## src/rtl/tafir_pkg.sv

```systemverilog
// Shared constants and types for the three-axis FIR filter.
`default_nettype none

package tafir_pkg;

  localparam int TAPS        = 8;
  localparam int SAMPLE_BITS = 16;
  localparam int NCOEF       = 8;
  localparam int COEF_BITS   = 18;
  localparam int COEF_FRAC   = 16;
  localparam int DIGIT_BITS  = 4;
  localparam int NDIGITS     = SAMPLE_BITS / DIGIT_BITS;

  localparam int TAP_W       = $clog2(TAPS);
  localparam int DIG_W       = (NDIGITS > 1) ? $clog2(NDIGITS) : 1;
  localparam int COEF_IDX_W  = $clog2(NCOEF);
  localparam int CFG_IDX_W   = COEF_IDX_W + 1;

  localparam int PROD_W      = COEF_BITS + DIGIT_BITS + 1;
  localparam int P_W         = COEF_BITS + SAMPLE_BITS;
  localparam int ACC_W       = P_W + TAP_W;

  // Unity gain in Q1.16, the reset value of the newest-sample weight.
  localparam logic signed [COEF_BITS-1:0] COEF_UNITY = COEF_BITS'(1 << COEF_FRAC);

  typedef logic signed [SAMPLE_BITS-1:0] sample_t;
  typedef logic signed [COEF_BITS-1:0]   coef_t;

  // Sequencer controls shared by the three axis datapaths.
  typedef struct packed {
    logic             shift;  // accepted sample enters the tap line
    logic             clear;  // restart the accumulator
    logic             run;    // one digit step this cycle
    logic             first;  // most significant digit of a tap
    logic             last;   // least significant digit of a tap
    logic [TAP_W-1:0] tap;    // tap being multiplied
  } ctl_t;

endpackage

`default_nettype wire

```

## src/rtl/three_axis_fir_filter.sv

```systemverilog
// Top level of the three-axis accelerometer FIR filter.
// A new sample is taken only once the last result has moved to the output register, as
// each axis has a single 4-bit digit multiplier, which walks 8 taps of 4 digits each.
// Reset clears the tap delay lines and sets the newest-sample weight to unity, others zero.
// Configuration writes take effect at the clock edge of the write.
`default_nettype none

module three_axis_fir_filter (
  input  wire                                   clk_i,
  input  wire                                   rst_ni,
  input  wire                                   cfg_we_i,
  input  wire  [tafir_pkg::CFG_IDX_W-1:0]       cfg_idx_i,
  input  wire  [tafir_pkg::COEF_BITS-1:0]       cfg_data_i,
  input  wire                                   in_valid_i,
  output logic                                  in_stall_o,
  input  wire  signed [tafir_pkg::SAMPLE_BITS-1:0] accel_x_i,
  input  wire  signed [tafir_pkg::SAMPLE_BITS-1:0] accel_y_i,
  input  wire  signed [tafir_pkg::SAMPLE_BITS-1:0] accel_z_i,
  input  wire                                   block_end_i,
  output logic                                  out_valid_o,
  input  wire                                   out_stall_i,
  output logic signed [tafir_pkg::SAMPLE_BITS-1:0] filtered_x_o,
  output logic signed [tafir_pkg::SAMPLE_BITS-1:0] filtered_y_o,
  output logic signed [tafir_pkg::SAMPLE_BITS-1:0] filtered_z_o,
  output logic                                  block_end_out_o
);

  typedef enum logic [1:0] {
    ST_IDLE,
    ST_RUN,
    ST_DONE
  } state_e;

  state_e                          state_q;
  logic [tafir_pkg::TAP_W-1:0]     tap_q;
  logic [tafir_pkg::DIG_W-1:0]     dig_q;
  logic                            out_valid_q;
  logic                            block_end_q;
  tafir_pkg::coef_t                coef_q [tafir_pkg::NCOEF];
  tafir_pkg::coef_t                coef_sel;
  tafir_pkg::ctl_t                 ctl;
  tafir_pkg::sample_t              res_x, res_y, res_z;
  logic                            accept;
  logic                            dig_last;
  logic                            tap_last;
  logic                            load_out;

  // The sequencer walks the taps oldest first. Within a tap the sample is
  // fed most significant digit first, so the top digit carries the sign.
  always_comb begin
    in_stall_o = (state_q != ST_IDLE);
    accept     = in_valid_i & ~in_stall_o;
    dig_last   = (dig_q == tafir_pkg::DIG_W'(tafir_pkg::NDIGITS - 1));
    tap_last   = (tap_q == tafir_pkg::TAP_W'(tafir_pkg::TAPS - 1));
    // The finished sum moves to the output register once that register is
    // empty or its current result is being transferred out.
    load_out   = (state_q == ST_DONE) & (~out_valid_q | ~out_stall_i);
    ctl.shift  = accept;
    ctl.clear  = accept;
    ctl.run    = (state_q == ST_RUN);
    ctl.first  = (dig_q == '0);
    ctl.last   = dig_last;
    ctl.tap    = tap_q;
    // With fewer taps than weight registers, the leading weights are unused.
    coef_sel   = coef_q[tafir_pkg::COEF_IDX_W'(tafir_pkg::NCOEF - tafir_pkg::TAPS)
                        + tafir_pkg::COEF_IDX_W'(tap_q)];
  end

  always_ff @(posedge clk_i or negedge rst_ni) begin
    if (!rst_ni) begin
      state_q     <= ST_IDLE;
      tap_q       <= '0;
      dig_q       <= '0;
      out_valid_q <= 1'b0;
    end else begin
      unique case (state_q)
        ST_IDLE: begin
          if (accept) begin
            state_q <= ST_RUN;
            tap_q   <= '0;
            dig_q   <= '0;
          end
        end
        ST_RUN: begin
          if (dig_last) begin
            dig_q <= '0;
            if (tap_last) begin
              state_q <= ST_DONE;
            end else begin
              tap_q <= tap_q + 1'b1;
            end
          end else begin
            dig_q <= dig_q + 1'b1;
          end
        end
        ST_DONE: begin
          if (load_out) begin
            state_q <= ST_IDLE;
          end
        end
        default: begin
          state_q <= ST_IDLE;
        end
      endcase
      if (load_out) begin
        out_valid_q <= 1'b1;
      end else if (out_valid_q && !out_stall_i) begin
        out_valid_q <= 1'b0;
      end
    end
  end

  // Tap weights. A write to an index past the last weight is dropped.
  always_ff @(posedge clk_i or negedge rst_ni) begin
    if (!rst_ni) begin
      for (int k = 0; k < tafir_pkg::NCOEF - 1; k++) begin
        coef_q[k] <= '0;
      end
      coef_q[tafir_pkg::NCOEF-1] <= tafir_pkg::COEF_UNITY;
    end else if (cfg_we_i && (cfg_idx_i < tafir_pkg::CFG_IDX_W'(tafir_pkg::NCOEF))) begin
      coef_q[cfg_idx_i[tafir_pkg::COEF_IDX_W-1:0]] <= cfg_data_i;
    end
  end

  // Output payload and the block marker, which passes through untouched.
  always_ff @(posedge clk_i) begin
    if (accept) begin
      block_end_q <= block_end_i;
    end
    if (load_out) begin
      filtered_x_o    <= res_x;
      filtered_y_o    <= res_y;
      filtered_z_o    <= res_z;
      block_end_out_o <= block_end_q;
    end
  end

  assign out_valid_o = out_valid_q;

  tafir_mac u_mac_x (
    .clk_i    (clk_i),
    .rst_ni   (rst_ni),
    .ctl_i    (ctl),
    .sample_i (accel_x_i),
    .coef_i   (coef_sel),
    .result_o (res_x)
  );

  tafir_mac u_mac_y (
    .clk_i    (clk_i),
    .rst_ni   (rst_ni),
    .ctl_i    (ctl),
    .sample_i (accel_y_i),
    .coef_i   (coef_sel),
    .result_o (res_y)
  );

  tafir_mac u_mac_z (
    .clk_i    (clk_i),
    .rst_ni   (rst_ni),
    .ctl_i    (ctl),
    .sample_i (accel_z_i),
    .coef_i   (coef_sel),
    .result_o (res_z)
  );

endmodule

`default_nettype wire

```

## src/rtl/tafir_mac.sv

```systemverilog
// One axis: tap delay line and digit-serial multiply-accumulate.
`default_nettype none

module tafir_mac (
  input  wire                  clk_i,
  input  wire                  rst_ni,
  input  wire tafir_pkg::ctl_t    ctl_i,
  input  wire tafir_pkg::sample_t sample_i,
  input  wire tafir_pkg::coef_t   coef_i,
  output tafir_pkg::sample_t   result_o
);

  localparam int RW = tafir_pkg::ACC_W - tafir_pkg::COEF_FRAC;
  localparam logic signed [RW-1:0] RMax = RW'((1 << (tafir_pkg::SAMPLE_BITS - 1)) - 1);
  localparam logic signed [RW-1:0] RMin = -RW'(1 << (tafir_pkg::SAMPLE_BITS - 1));
  localparam logic [tafir_pkg::ACC_W-1:0] RoundHalf =
    tafir_pkg::ACC_W'(1 << (tafir_pkg::COEF_FRAC - 1));

  tafir_pkg::sample_t taps_q [tafir_pkg::TAPS];
  tafir_pkg::sample_t dsr_q, dsr_d, src;
  logic [tafir_pkg::DIGIT_BITS-1:0]              digit;
  logic signed [tafir_pkg::DIGIT_BITS:0]         sdig;
  logic signed [tafir_pkg::PROD_W-1:0]           prod;
  logic signed [tafir_pkg::P_W-1:0]              p_q, p_d, p_shift;
  logic signed [tafir_pkg::ACC_W-1:0]            acc_q, acc_d;
  logic [tafir_pkg::ACC_W-1:0]                   rnd;
  logic signed [RW-1:0]                          r;

  // The digit shift register is loaded straight from the tap line on the
  // first digit, so a tap needs no separate load cycle.
  always_comb begin
    src     = ctl_i.first ? taps_q[ctl_i.tap] : dsr_q;
    digit   = src[tafir_pkg::SAMPLE_BITS-1 -: tafir_pkg::DIGIT_BITS];
    dsr_d   = src << tafir_pkg::DIGIT_BITS;
    sdig    = {(ctl_i.first & digit[tafir_pkg::DIGIT_BITS-1]), digit};
    prod    = coef_i * sdig;
    p_shift = {p_q[tafir_pkg::P_W-tafir_pkg::DIGIT_BITS-1:0],
               {tafir_pkg::DIGIT_BITS{1'b0}}};
    p_d     = (ctl_i.first ? '0 : p_shift) + tafir_pkg::P_W'(prod);
    acc_d   = acc_q;
    if (ctl_i.clear) begin
      acc_d = '0;
    end else if (ctl_i.run && ctl_i.last) begin
      acc_d = acc_q + tafir_pkg::ACC_W'(p_d);
    end
  end

  always_ff @(posedge clk_i or negedge rst_ni) begin
    if (!rst_ni) begin
      for (int k = 0; k < tafir_pkg::TAPS; k++) begin
        taps_q[k] <= '0;
      end
    end else if (ctl_i.shift) begin
      for (int k = 0; k < tafir_pkg::TAPS - 1; k++) begin
        taps_q[k] <= taps_q[k+1];
      end
      taps_q[tafir_pkg::TAPS-1] <= sample_i;
    end
  end

  always_ff @(posedge clk_i) begin
    acc_q <= acc_d;
    if (ctl_i.run) begin
      dsr_q <= dsr_d;
      p_q   <= p_d;
    end
  end

  // Round half up, drop the coefficient fraction, then clamp.
  always_comb begin
    rnd = acc_q + RoundHalf;
    r   = rnd[tafir_pkg::ACC_W-1:tafir_pkg::COEF_FRAC];
    if (r > RMax) begin
      result_o = RMax[tafir_pkg::SAMPLE_BITS-1:0];
    end else if (r < RMin) begin
      result_o = RMin[tafir_pkg::SAMPLE_BITS-1:0];
    end else begin
      result_o = r[tafir_pkg::SAMPLE_BITS-1:0];
    end
  end

endmodule

`default_nettype wire

```

## config.mk

```make
export PLATFORM = sky130hd
export DESIGN_NAME = three_axis_fir_filter
export DESIGN_NICKNAME = d
export VERILOG_FILES = /design/src/rtl/tafir_pkg.sv /design/src/rtl/three_axis_fir_filter.sv /design/src/rtl/tafir_mac.sv
export SDC_FILE = /design/constraint.sdc
export NUM_CORES = 2
export LEC_CHECK = 0
export BUFFER_PORTS_ARGS = -buffer_cell sky130_fd_sc_hd__buf_2
export CORE_MARGIN = 4
export CORE_UTILIZATION = 61
export CTS_BUF_LIST = sky130_fd_sc_hd__clkbuf_4 sky130_fd_sc_hd__clkbuf_8
export DETAILED_ROUTE_END_ITERATION = 6
export GPL_ROUTABILITY_DRIVEN = 0
export PLACE_DENSITY = 0.78
export SYNTH_ARGS = -nofsm -noshare
export SYNTH_HDL_FRONTEND = slang
export SYNTH_SLANG_ARGS = --single-unit
```

## constraint.sdc

```tcl
create_clock -name clk_i -period 29.7 [get_ports clk_i]
set_clock_uncertainty 0.2 [all_clocks]
set_input_delay 5.94 -clock clk_i [delete_from_list [all_inputs] [get_ports clk_i]]
set_output_delay 5.94 -clock clk_i [all_outputs]
set_load 0.005 [all_outputs]
```

==> flow_summary.ini <==
[floorplanning]
io-pin-count = 127
dieHeight_um = 305
placementRows = 108
core_area_sq_um = 87000
die_x_um = 305
start_util = 0.617
dieArea_sq_um = 92900

[hold_path]
hold_start = block_end_q
min_to = block_end_out_o
hp-class = reg -> reg
min_path_cells = 0

[yosys]
yosysWarningCount = 0
synth.area.top_cells = dfrtp_1 25%, nand2_1 10%, edfxtp_1 9.8%
syn_inst = 5787
synth_top_cell_by_area = dfrtp_1
ys_seq_area_frac = 0.389
ys_ff_latch = 823
syn_area_sq_um = 53700
synth_cell_type_count = 89
synth-edff-count = 176
synth_nets = 6343
avgSynthCellArea_sq_um = 9.28
async_flop_share = 0.651
netlist.area_leader.share = 0.249
synthFlopType = dfrtp_1

[finish]
area_delta_synth_final_pct = 8.85
drive_gt1_frac = 0.132
nNetsFinal = 6427

[flow_run]
max-cap-violations = 0

[critical_path]
crit_path_max_fanout = 46
worstSetupPathType = reg -> reg
r2r-end = u_mac_y.acc_q[36]
crit_path_start_kind = flop
cpPeakStageDelay_ps = 1060
cp.required_ps = 30190
r2r-start = tap_q[0]
r2r_slack_ps = 16380
worstSetupEndpointType = flop
cp.arrival_ps = 13810
r2r_cells = 45
crit_path_frequent_cell = a21oi_1
slowest_stage = dfrtp_4

[route]
drt.antenna.violating_nets = 0
drtPass1Iterations = 6
viasPerCell = 5.72
num_vias = 40900
post_drt_wl_per_cell_um = 17.0
routed_wl_mm = 121
drtIter0Drc = 2630
drc = 0

[global_routing]
grt_pass1_vias = 41100
antenna_found_initial = 5
grt_first_pass_wirelength_mm = 202
globalRouteTotalUtil = 0.261
globalRoute.totalOverflow = 0
grt_max_degree = 219

[timing]
hold_violations = 0
worst_slew_pin_slew_ps = 1360
finalCritPeriodShare = 0.448
maxSlewViolCount = 0
fin_tns_setup_ps = 0
relSlewSlack = 0.0860
fmax_mhz = 75.1
rsz0062_at_grt = no
finalSetupViolCount = 0
period_minus_slack_ps = 13320

[cts]
tritoncts = done
cts_buffer_depth = 3
cts_resized = 0
cts_sinks = 823
clk_latency_ps = 840
root_buffer = clkbuf_8
clkTransAtPathRegs_ps = 60
post_cts_buffers = 0
hold_buffers = 0
cts-htree-levels = 4
cts_buffers = 143

[placement]
port_buffers = 126
post-dp-hpwl_mm = 81.8

[status]
status = finished clean
worst max-delay path: cells and delay by family, from the launching register on:
kind | cells | cell delay [ps]
multiplexers | 2 | 740
flip-flops | 1 | 1060
AND/OR/NAND/NOR | 6 | 1110
buffers and inverters | 4 | 1750
AO/OA/AOI/OAI | 24 | 5290
XOR/XNOR | 3 | 460
adder cells (fa/ha/maj) | 6 | 2520
cell type report:
cell class / count / area (sq um)
Antenna cell: 3 / 7.51
Clock inverter: 44 / 409
Tap cell: 1155 / 1450
Fill cell: 6781 / 28500
Sequential cell: 823 / 20900
Clock buffer: 215 / 2620
Inverter: 400 / 1510
Timing Repair Buffer: 188 / 1140
Multi-Input combinational cell: 4315 / 30400
flip-flops by register name, indices dropped and copies added (netlist names), 2 cells and up:
| name | flops |
|---|---|
| u_mac_x.taps_q | 128 |
| dig_q | 2 |
| u_mac_y.taps_q | 128 |
| filtered_x_o | 16 |
| u_mac_y.p_q | 30 |
| u_mac_y.acc_q | 37 |
| u_mac_z.p_q | 30 |
| tap_q | 3 |
| u_mac_z.dsr_q | 12 |
| u_mac_x.p_q | 30 |
| coef_q | 144 |
| u_mac_z.acc_q | 37 |
| u_mac_z.taps_q | 128 |
| u_mac_y.dsr_q | 12 |
| u_mac_x.dsr_q | 12 |
| u_mac_x.acc_q | 37 |
| filtered_y_o | 16 |
| filtered_z_o | 16 |
| state_q | 2 |
kinds of logic (layout without fill, tap and decap cells):
kind of cell               count (synthesis)  count (layout)  share of synthesized area
DFF                                      823             823                      0.389
adders and majority gates                482             482                      0.137
xor gates and xnor gates                 277             277                     0.0453
AOI/OAI and AO/OA                        836             836                     0.0979
muxes                                    357             357                      0.101
other                                      0               3                          0
and+or+nand+nor                         2363            2363                      0.184
buffers and inverters                    649             847                     0.0457
per-stage QoR:
step / setup slack (ps) / instances / utilization / cell area (sq um) / hold WS [ps]
finish: 16380 / 7143 / 0.672 / 58500 / 225
global route: 15120 / 7141 / 0.672 / 58500 / 244
CTS: 16340 / 7140 / 0.672 / 58500 / 230
detailed placement: 16390 / 6881 / 0.637 / 55400 / 209
global placement: 16670 / 6881 / 0.637 / 55400 / 204
floorplan: 18650 / 5787 / - / 53700 / 200
layout by cell type, fill, tap and decap left out, types with 29 or more instances in the layout:
master / instances
nor3_1: 42
inv_1: 396
or2_2: 31
clkbuf_8: 161
and3_1: 38
nor2_1: 455
clkbuf_4: 54
nand2b_1: 36
dfxtp_1: 111
ha_1: 304
nand4_1: 30
buf_4: 59
fa_1: 175
buf_2: 125
a211oi_1: 29
a21o_1: 112
xnor2_1: 203
o21bai_1: 30
a21oi_1: 297
a31oi_1: 29
nand2_1: 1463
nand3_1: 82
mux2_2: 152
xor2_1: 73
nor2b_1: 100
mux4_2: 132
edfxtp_1: 176
o21ai_0: 163
mux2i_1: 70
dfrtp_1: 532
layer usage:
metal / GRT usage / part of all wire / vias to the layer above
li1: - / - / 19700
met2: 0.446 / 0.49 / 958
met1: 0.337 / 0.43 / 20000
met5: 0 / 0.00032 / -
met4: 0.0939 / 0.030 / 6
met3: 0.0442 / 0.049 / 254
Yosys cell counts, types with 82 or more instances:
cell type  instances
nor2_1           455
nand2_1         1465
inv_1            397
clkbuf_1         207
dfxtp_1          111
o21ai_0          163
nand3_1           82
edfxtp_1         176
a21o_1           112
a21oi_1          298
fa_1             175
mux4_2           132
ha_1             305
dfrtp_1          535
mux2_2           152
nor2b_1          101
xnor2_1          203
worst max-delay path by stage:
stage              from                 to  slack [ps]  cells after the start
4_1_cts        tap_q[0]  u_mac_y.acc_q[36]       16340                     47
6_report       tap_q[0]  u_mac_y.acc_q[36]       16380                     45
3_3_place_gp   tap_q[0]  u_mac_y.acc_q[36]       16670                     47
5_1_grt        tap_q[0]  u_mac_y.acc_q[36]       15120                     47
3_5_place_dp   tap_q[0]  u_mac_y.acc_q[36]       16390                     47
2_1_floorplan  tap_q[0]  u_mac_x.acc_q[36]       18650                     46
Power is not shown: default switching activity piles up to over one toggle a cycle in this logic, so the estimate is an artifact.
